File: src/design/csv_three_count_line_parser_macros.svh
// Assertion macros used by the line parser top level.
// Depends on nothing; the including module must provide clk and rst_n.
`ifndef CSV_THREE_COUNT_LINE_PARSER_MACROS_SVH
`define CSV_THREE_COUNT_LINE_PARSER_MACROS_SVH

// Consequent must hold in the same cycle as the antecedent.
`define CSV3LP_ASSERT_NOW(label, ante, cons, msg) \
  label: assert property (@(posedge clk) disable iff (!rst_n) (ante) |-> (cons)) \
    else $error(msg);

// Consequent must hold in the cycle after the antecedent.
`define CSV3LP_ASSERT_NEXT(label, ante, cons, msg) \
  label: assert property (@(posedge clk) disable iff (!rst_n) (ante) |=> (cons)) \
    else $error(msg);

`endif

File: src/design/csv3lp_pkg.sv
// Types, character codes and helper functions for the three-count line parser.
// Depends on nothing; imported by csv3lp_parse and the top level.
`timescale 1ns / 1ps

package csv3lp_pkg;

  localparam logic [7:0] CH_NUL   = 8'h00;
  localparam logic [7:0] CH_TAB   = 8'h09;
  localparam logic [7:0] CH_LF    = 8'h0A;
  localparam logic [7:0] CH_VT    = 8'h0B;
  localparam logic [7:0] CH_FF    = 8'h0C;
  localparam logic [7:0] CH_CR    = 8'h0D;
  localparam logic [7:0] CH_SPACE = 8'h20;
  localparam logic [7:0] CH_PLUS  = 8'h2B;
  localparam logic [7:0] CH_COMMA = 8'h2C;
  localparam logic [7:0] CH_MINUS = 8'h2D;
  localparam logic [7:0] CH_ZERO  = 8'h30;
  localparam logic [7:0] CH_NINE  = 8'h39;

  localparam int unsigned VAL_W = 16;
  localparam int unsigned ACC_W = VAL_W + 1;
  // Saturation point of the digit accumulator: one above the largest legal value.
  localparam logic [ACC_W-1:0] ACC_SAT = {1'b1, {VAL_W{1'b0}}};

  typedef enum logic [1:0] {
    PH_LEAD  = 2'd0,
    PH_SIGN  = 2'd1,
    PH_DIGIT = 2'd2,
    PH_TRAIL = 2'd3
  } phase_t;

  typedef enum logic [1:0] {
    EV_NONE     = 2'd0,
    EV_ACCEPT   = 2'd1,
    EV_REJECT   = 2'd2,
    EV_OVERFLOW = 2'd3
  } event_t;

  // Parse state of the line being collected (length is kept apart, its width varies).
  typedef struct packed {
    logic [1:0]       field_index;
    phase_t           phase;
    logic             minus_seen;
    logic [ACC_W-1:0] acc;
    logic             line_error;
    logic             nul_seen;
    logic [VAL_W-1:0] pending_first;
    logic [VAL_W-1:0] pending_second;
  } line_st_t;

  // Snapshot of the last accepted line plus the bad-line counter.
  typedef struct packed {
    logic [VAL_W-1:0] person;
    logic [VAL_W-1:0] half;
    logic [VAL_W-1:0] work;
    logic [31:0]      tick;
    logic [31:0]      bad_count;
  } snap_t;

  localparam line_st_t LINE_CLEAR = '{
    field_index:    2'd0,
    phase:          PH_LEAD,
    minus_seen:     1'b0,
    acc:            '0,
    line_error:     1'b0,
    nul_seen:       1'b0,
    pending_first:  '0,
    pending_second: '0
  };

  localparam snap_t SNAP_CLEAR = '{
    person:    '0,
    half:      '0,
    work:      '0,
    tick:      '0,
    bad_count: '0
  };

  function automatic logic is_blank(input logic [7:0] b);
    return (b == CH_SPACE) || (b == CH_TAB) || (b == CH_VT) || (b == CH_FF);
  endfunction

  function automatic logic is_digit(input logic [7:0] b);
    return (b >= CH_ZERO) && (b <= CH_NINE);
  endfunction

  // A field cannot be used: dangling sign, value too large, or a nonzero negative.
  function automatic logic field_bad(input line_st_t s);
    return (s.phase == PH_SIGN) || s.acc[ACC_W-1] ||
           (s.minus_seen && (s.acc != '0));
  endfunction

endpackage

File: src/design/csv3lp_parse.sv
// Next-state logic of the line parser: classifies one byte and updates the state.
// Depends on csv3lp_pkg.
`timescale 1ns / 1ps

module csv3lp_parse
  import csv3lp_pkg::*;
#(
  parameter int unsigned LINE_BYTES = 32,
  parameter int unsigned LEN_W      = $clog2(LINE_BYTES)
) (
  input  logic [7:0]       rx_byte,
  input  logic [31:0]      now_tick,
  input  line_st_t         cur_line,
  input  logic [LEN_W-1:0] cur_len,
  input  snap_t            cur_snap,
  output line_st_t         nxt_line,
  output logic [LEN_W-1:0] nxt_len,
  output snap_t            nxt_snap,
  output event_t           nxt_event
);

  localparam logic [LEN_W-1:0] LEN_LAST = LEN_W'(LINE_BYTES - 1);

  logic             is_term;
  logic             line_bad;
  logic [ACC_W+3:0] acc_mul;

  assign is_term  = (rx_byte == CH_LF) || (rx_byte == CH_CR);
  assign line_bad = cur_line.line_error || field_bad(cur_line) ||
                    (cur_line.field_index != 2'd2);
  // acc * 10 + digit, done as two shifts and adds.
  assign acc_mul  = ({4'd0, cur_line.acc} << 3) + ({4'd0, cur_line.acc} << 1) +
                    (ACC_W + 4)'(rx_byte[3:0]);

  always_comb begin
    nxt_line  = cur_line;
    nxt_len   = cur_len;
    nxt_snap  = cur_snap;
    nxt_event = EV_NONE;

    if (is_term) begin
      if (cur_len != '0) begin
        if (!line_bad) begin
          nxt_snap.person = cur_line.pending_first;
          nxt_snap.half   = cur_line.pending_second;
          nxt_snap.work   = cur_line.acc[VAL_W-1:0];
          nxt_snap.tick   = now_tick;
          nxt_event       = EV_ACCEPT;
        end else begin
          nxt_snap.bad_count = cur_snap.bad_count + 32'd1;
          nxt_event          = EV_REJECT;
        end
        nxt_line = LINE_CLEAR;
        nxt_len  = '0;
      end
    end else if (cur_len >= LEN_LAST) begin
      nxt_snap.bad_count = cur_snap.bad_count + 32'd1;
      nxt_event          = EV_OVERFLOW;
      nxt_line           = LINE_CLEAR;
      nxt_len            = '0;
    end else begin
      if (!cur_line.nul_seen) begin
        if (rx_byte == CH_NUL) begin
          // A line that opens with NUL has no text at all and is rejected.
          if (cur_len == '0) begin
            nxt_line.line_error = 1'b1;
          end
          nxt_line.nul_seen = 1'b1;
        end else if (!cur_line.line_error) begin
          if (is_blank(rx_byte)) begin
            if (cur_line.phase == PH_SIGN) begin
              nxt_line.line_error = 1'b1;
            end else if (cur_line.phase == PH_DIGIT) begin
              nxt_line.phase = PH_TRAIL;
            end
          end else if ((rx_byte == CH_PLUS) || (rx_byte == CH_MINUS)) begin
            if (cur_line.phase == PH_LEAD) begin
              nxt_line.phase      = PH_SIGN;
              nxt_line.minus_seen = (rx_byte == CH_MINUS);
            end else begin
              nxt_line.line_error = 1'b1;
            end
          end else if (is_digit(rx_byte)) begin
            if (cur_line.phase == PH_TRAIL) begin
              nxt_line.line_error = 1'b1;
            end else begin
              nxt_line.phase = PH_DIGIT;
              if (acc_mul > (ACC_W + 4)'(ACC_SAT)) begin
                nxt_line.acc = ACC_SAT;
              end else begin
                nxt_line.acc = acc_mul[ACC_W-1:0];
              end
            end
          end else if (rx_byte == CH_COMMA) begin
            if (field_bad(cur_line) || (cur_line.field_index >= 2'd2)) begin
              nxt_line.line_error = 1'b1;
            end else begin
              if (cur_line.field_index == 2'd0) begin
                nxt_line.pending_first = cur_line.acc[VAL_W-1:0];
              end else begin
                nxt_line.pending_second = cur_line.acc[VAL_W-1:0];
              end
              nxt_line.field_index = cur_line.field_index + 2'd1;
            end
            nxt_line.phase      = PH_LEAD;
            nxt_line.minus_seen = 1'b0;
            nxt_line.acc        = '0;
          end else begin
            nxt_line.line_error = 1'b1;
          end
        end
      end
      nxt_len = cur_len + LEN_W'(1);
    end
  end

endmodule

File: src/design/csv_three_count_line_parser.sv
// Top level of the three-count line parser: stream ports, input register, state
// and result registers. Depends on csv3lp_pkg, csv3lp_parse and the macros header.
//
//  Channel | Direction | tdata (low bit first)                     | tuser
//  --------+-----------+-------------------------------------------+------------
//  in_     | slave     | rx_byte[7:0], now_tick[39:8]              | none
//  out_    | master    | person, half, work, commit_tick,          | line_event
//          |           | bad_line_count (16,16,16,32,32 bits)      |
//
// Every input transaction yields exactly one output transaction. A byte is held in
// the input register and is parsed on its way into the result registers, so one
// byte is taken in every cycle while the output is not stalled. Synchronous
// reset clears the parse state and the snapshot, which therefore reads all zero.
// A stall on the output holds the result and, once the input register is full,
// drops in_tready; nothing is lost or repeated.
`timescale 1ns / 1ps
`include "csv_three_count_line_parser_macros.svh"

module csv_three_count_line_parser
  import csv3lp_pkg::*;
#(
  parameter int unsigned LINE_BYTES = 32
) (
  input  logic         clk,
  input  logic         rst_n,
  input  logic         in_tvalid,
  output logic         in_tready,
  input  logic [39:0]  in_tdata,   // rx_byte[7:0], now_tick[39:8]
  output logic         out_tvalid,
  input  logic         out_tready,
  output logic [111:0] out_tdata,  // person_count[15:0], half_count[31:16],
                                   // work_count[47:32], commit_tick[79:48],
                                   // bad_line_count[111:80]
  output logic [1:0]   out_tuser   // line_event[1:0]
);

  localparam int unsigned LEN_W = $clog2(LINE_BYTES);

  // Input register stage.
  logic        in_vld_r;
  logic [7:0]  in_byte_r;
  logic [31:0] in_tick_r;

  // Parse state; the snapshot and event registers are also the result register.
  line_st_t         line_r, line_nxt;
  logic [LEN_W-1:0] len_r, len_nxt;
  snap_t            snap_r, snap_nxt;
  event_t           event_r, event_nxt;
  logic             out_vld_r;

  logic move;

  // Event classes and the counter step, used by the checks at the end.
  logic        bad_evt;
  logic        accept_evt;
  logic [31:0] bad_next;

  // The parsed byte advances whenever the result slot is empty or being drained.
  // The state only changes together with the result, so the result the consumer
  // sees is always the snapshot right after its own byte.
  assign move      = in_vld_r && (!out_vld_r || out_tready);
  assign in_tready = !in_vld_r || move;

  csv3lp_parse #(
    .LINE_BYTES (LINE_BYTES),
    .LEN_W      (LEN_W)
  ) u_parse (
    .rx_byte   (in_byte_r),
    .now_tick  (in_tick_r),
    .cur_line  (line_r),
    .cur_len   (len_r),
    .cur_snap  (snap_r),
    .nxt_line  (line_nxt),
    .nxt_len   (len_nxt),
    .nxt_snap  (snap_nxt),
    .nxt_event (event_nxt)
  );

  // Input register: valid is control state, the payload needs no reset.
  always_ff @(posedge clk) begin
    if (!rst_n) begin
      in_vld_r <= 1'b0;
    end else if (in_tready) begin
      in_vld_r <= in_tvalid;
    end
  end

  always_ff @(posedge clk) begin
    if (in_tvalid && in_tready) begin
      in_byte_r <= in_tdata[7:0];
      in_tick_r <= in_tdata[39:8];
    end
  end

  // Parse state, snapshot and result valid.
  always_ff @(posedge clk) begin
    if (!rst_n) begin
      line_r    <= LINE_CLEAR;
      len_r     <= '0;
      snap_r    <= SNAP_CLEAR;
      event_r   <= EV_NONE;
      out_vld_r <= 1'b0;
    end else begin
      if (move) begin
        line_r  <= line_nxt;
        len_r   <= len_nxt;
        snap_r  <= snap_nxt;
        event_r <= event_nxt;
      end
      if (move) begin
        out_vld_r <= 1'b1;
      end else if (out_tready) begin
        out_vld_r <= 1'b0;
      end
    end
  end

  assign out_tvalid = out_vld_r;
  assign out_tdata  = {snap_r.bad_count, snap_r.tick, snap_r.work, snap_r.half,
                       snap_r.person};
  assign out_tuser  = event_r;

  assign bad_evt    = (event_nxt == EV_REJECT) || (event_nxt == EV_OVERFLOW);
  assign accept_evt = (event_nxt == EV_ACCEPT);
  assign bad_next   = snap_r.bad_count + 32'd1;

  // Nothing in the state may change while no byte is being parsed.
  `CSV3LP_ASSERT_NEXT(a_state_hold, !move, $stable({snap_r, len_r, line_r}), "state moved idle")
  // The collected length never passes the last usable position.
  `CSV3LP_ASSERT_NOW(a_len_bound, 1'b1, len_r <= LEN_W'(LINE_BYTES - 1), "length out of range")
  // A rejected or overlong line bumps the bad-line counter by exactly one.
  `CSV3LP_ASSERT_NEXT(a_bad_step, move && bad_evt, snap_r.bad_count == $past(bad_next), "bad count")
  // An accepted line records the time stamp that came with its terminator.
  `CSV3LP_ASSERT_NEXT(a_tick_commit, move && accept_evt, snap_r.tick == $past(in_tick_r), "tick")

endmodule
File: config.mk
export PLATFORM = sky130hd
export DESIGN_NAME = csv_three_count_line_parser
export DESIGN_NICKNAME = d
export VERILOG_FILES = /design/src/design/csv3lp_pkg.sv /design/src/design/csv3lp_parse.sv /design/src/design/csv_three_count_line_parser.sv
export VERILOG_INCLUDE_DIRS = /design/src /design/src/design
export SDC_FILE = /design/constraint.sdc
export NUM_CORES = 1
export LEC_CHECK = 0
export BUFFER_PORTS_ARGS = -buffer_cell sky130_fd_sc_hd__buf_4
export CAP_MARGIN = 10
export CORE_ASPECT_RATIO = 0.5
export CORE_MARGIN = 3
export CORE_UTILIZATION = 61
export CTS_CLUSTER_DIAMETER = 100
export DETAILED_ROUTE_END_ITERATION = 8
export PLACE_DENSITY = 0.9
export SYNTH_ARGS = -nofsm -noshare
export SYNTH_HDL_FRONTEND = slang
export SYNTH_SLANG_ARGS = --single-unit
File: constraint.sdc
create_clock -name clk -period 6.7 [get_ports clk]
set_input_delay 1.34 -clock clk [delete_from_list [all_inputs] [get_ports clk]]
set_output_delay 1.34 -clock clk [all_outputs]
set_load 0.1 [all_outputs]
==> impl_results.md <==
- CP Cell Sequence: fa_1 > inv_1 > fa_1 > xnor2_1 > nor4_1 > o211ai_1 > nor4_1 > o2111a_1 > a41oi_1 > o31ai_1
- CTS tree: yes
- Commonest non-fill, non-tap cell in the layout: nand2_1
- GRT overflow: 0
- Drt wl/cell: 17.8 µm
- Clk sink count: 217
- Crit. Startpoint: in_byte_r[3]
- Simple-gate portion of the synthesized area: 22.2%
- Hold-fix buffers, CTS: 0
- IO Pins: 160
- Die area: 17100 µm²
- Die X-Extent: 182 µm
- FP Rows: 31
- Clock Latency Late Sink: approximately 0.5 ns
- Syn Area/Cell: around 8.8 µm²
- Leak pwr: 4.52 nW
- Post-Syn Nets: 1159
- YS warnings: 0
- 1st-pass router iterations: 5
- Setup TNS: 0 ns
- Crit path buf inv count: 1
- Sequential share of the synthesized area: 50.1%
- Post-CTS Setup Bufs: 0
- Critical Path Start Type: flip-flop
- Fmax: 0.243 GHz
- R2R setup slack: 2.59 ns
- GPL Wtd Cong: 0.950
- Flop pwr share: 51.6%
- Crit path largest cell delay: between 0.6 and 0.7 ns
- Placed cell area: 10700 µm²
- Area delta synth->final: 20.9%
- Maximum vdd drop: approximately 0.18 mV
- Port bufs: 159
- CP top delay family: compound AO/OA/AOI/OAI gates
- Yosys cell types: 74
- Post-Synth Adder-Cell Area: 5.58%
- Hold_sp: out_tdata[14]
- Final ANT Viol Nets: 0
- Crit path DAT: approximately 4.5 ns
- Minimum clock period: 4.11 ns
- Worst Hold Class: reg2reg
- Tightest Pin Transition: 1.12 ns
- Worst-case clock buffer depth: 3
- Cts bufs inserted: 20
- Final Hold Fails: 0
- DR vias: 8468
- Synth Flop Type: dfxtp_1
- Initial antenna violation count: 0
- Final Routed Wirelength: 25200 µm
- Most frequent cells in the layout: 250 x nand2_1, 177 x dfxtp_1, 163 x buf_4, 146 x a21oi_1, 57 x nand3_1
- Cell internal pwr: 2.07 mW
- FF+latch count, synth: 217
- Post-Synth XOR/XNOR Area: between 3 and 4%
- Post-synthesis instance total: 1074
- Mux share of post-synthesis cell area: 0.436%
- # H-tree levels: 1
- Design Area, Final: between 10000 and 15000 µm²
- Synthesized cell area: 9470 µm²
- Synth Area in Compound Gates: 15.0%
- DPL Wire Length: 16600 µm
- Final #Nets: 1289
- Clock transition at the registers of the reported paths: ~0.07 ns
- CP Capture Type: flip-flop
- Initial Utilization: 63.9%
- Share of layout cells above drive strength 1: 17.8%
- Switching portion of total power: between 20% and 30%
- Post-synth EDFFs: 40
- Initial DRC Count: 718
- Gr usage total: about 28%
- Clock share of power: between 40% and 50%
- DRC: 0
- Kind of critical path: reg2reg
- Slew Limit Fails: 0
- Pwr/cell area: 230 nW/µm²
- Die H: 94.1 µm
- Setup Viol. Count Final: 0
- Gate power share: 2.9%
- Async SR Flop Fraction: 0%
- CP max FO: 11
- RR Startpoint: in_byte_r[3]
- Critical Path RT: 7.09 ns
- CTS Root Cell: clkbuf_16
- Max-Cap Viols: 0
- Clock Skew: approximately 0.018 ns
- Status: completed
- Largest family of logic cells by synthesized area: simple AND/OR/NAND/NOR gates
- First-pass GRT wire length: 39300 µm
- Slew Limit Headroom: 24.1%
- Post-DR vias/cell: 5.98
- # resized after CTS: 0
- Core Area: 14800 µm²
- RSZ-0062 raised after global routing: no
- Vias in the first global route: 8034
- Sw Pwr: 0.561 mW
- Period utilization: between 60 and 70%
- Largest net degree at the start of global routing: roughly 110
- Crit-path slowest cell: fa_1
- Diode count: 0
## worst paths after layout
path                                       to  cells after the start
worst max register to register     line_r[46]                     10
worst min-delay path            out_tdata[14]                      2
worst min register to register  out_tdata[14]                      2
worst max-delay path               line_r[46]                     10
## cell families (layout without fill, tap and decap cells)
logic type                 count (synthesis)  in the layout
and+or+nand+nor                          460            460
buffers and inverters                     76            220
DFF                                      217            217
adders and majority gates                 41             41
xor gates and xnor gates                  38             38
AOI/OAI and AO/OA                        238            238
muxes                                      4              4
## power groups by stage
| stage | Clock [mW] | Sequential, mW | Combinational (mW) |
|---|---|---|---|
| after floorplan | 0 | 1.38 | 0.0421 |
| after global placement | 0 | 1.38 | 0.0715 |
| after detailed placement | 0 | 1.39 | 0.0745 |
| after CTS | 1.20 | 1.36 | 0.0759 |
| after global routing | 1.26 | 1.36 | 0.0824 |
| final | 1.20 | 1.36 | 0.0766 |
## stage by stage
step                worst slack [ns]  utilization, %  cells  total power [mW]  hold WS (ns)
detailed placement              2.67            72.4   1378              1.46         0.447
finish                          2.59            77.3   1416              2.63         0.455
CTS                             2.70            77.1   1414              2.64         0.456
floorplan                       3.14               -   1074              1.43         0.432
global route                    2.41            77.3   1416              2.70         0.470
global placement                2.86            72.4   1378              1.46         0.442
## cells in the mapped netlist, drive strengths merged (4+ instances only)
library cell	instances	share of area [%]
a21o	8	0.63
nand3	57	3.0
nand2b	6	0.40
nand2	250	9.9
nor2	55	2.2
nor3b	5	0.45
or3	14	0.92
o31ai	4	0.32
dfxtp	177	37
a21oi	149	8.0
edfxtp	40	13
clkbuf	48	1.9
a31oi	4	0.26
inv	20	0.79
xor2	21	1.9
nand4	12	0.79
and2	9	0.59
o21a	4	0.32
nor2b	6	0.40
and3	14	0.92
buf	8	0.49
nor3	6	0.49
o21ai	30	1.6
xnor2	17	1.6
nor4	9	0.66
a21boi	4	0.32
ha	39	5.2
## metal layers
metal	up-vias	track usage, %	share of wire, %
li1	3995	-	-
met4	0	10.3	3.3
met2	447	46.7	46
met5	-	0	0
met3	74	6.81	10
met1	3952	35.5	40
## layout make-up
type	instances	area, µm²
Multi-Input combinational cell	781	4440
Inverter	20	77.6
Timing Repair Buffer	164	1240
Clock buffer	32	671
Clock inverter	4	35.0
Tap cell	198	248
Sequential cell	217	4740
Fill cell	959	3370
## state kept, by name (all words and copies together), names as in the netlist
name and cells:
out_tuser 2, out_tvalid 1, in_byte_r 8, in_tick_r 32
in_vld_r 1, len_r 5, line_r 56, out_tdata 112
## tightest hold or removal path, cell delays in order (launching register included)
cell and delay (ns):
dfxtp_1 0.31, nand2_1 0.05, a21oi_1 0.05
Note: power is estimated with default switching activity, not from simulation.
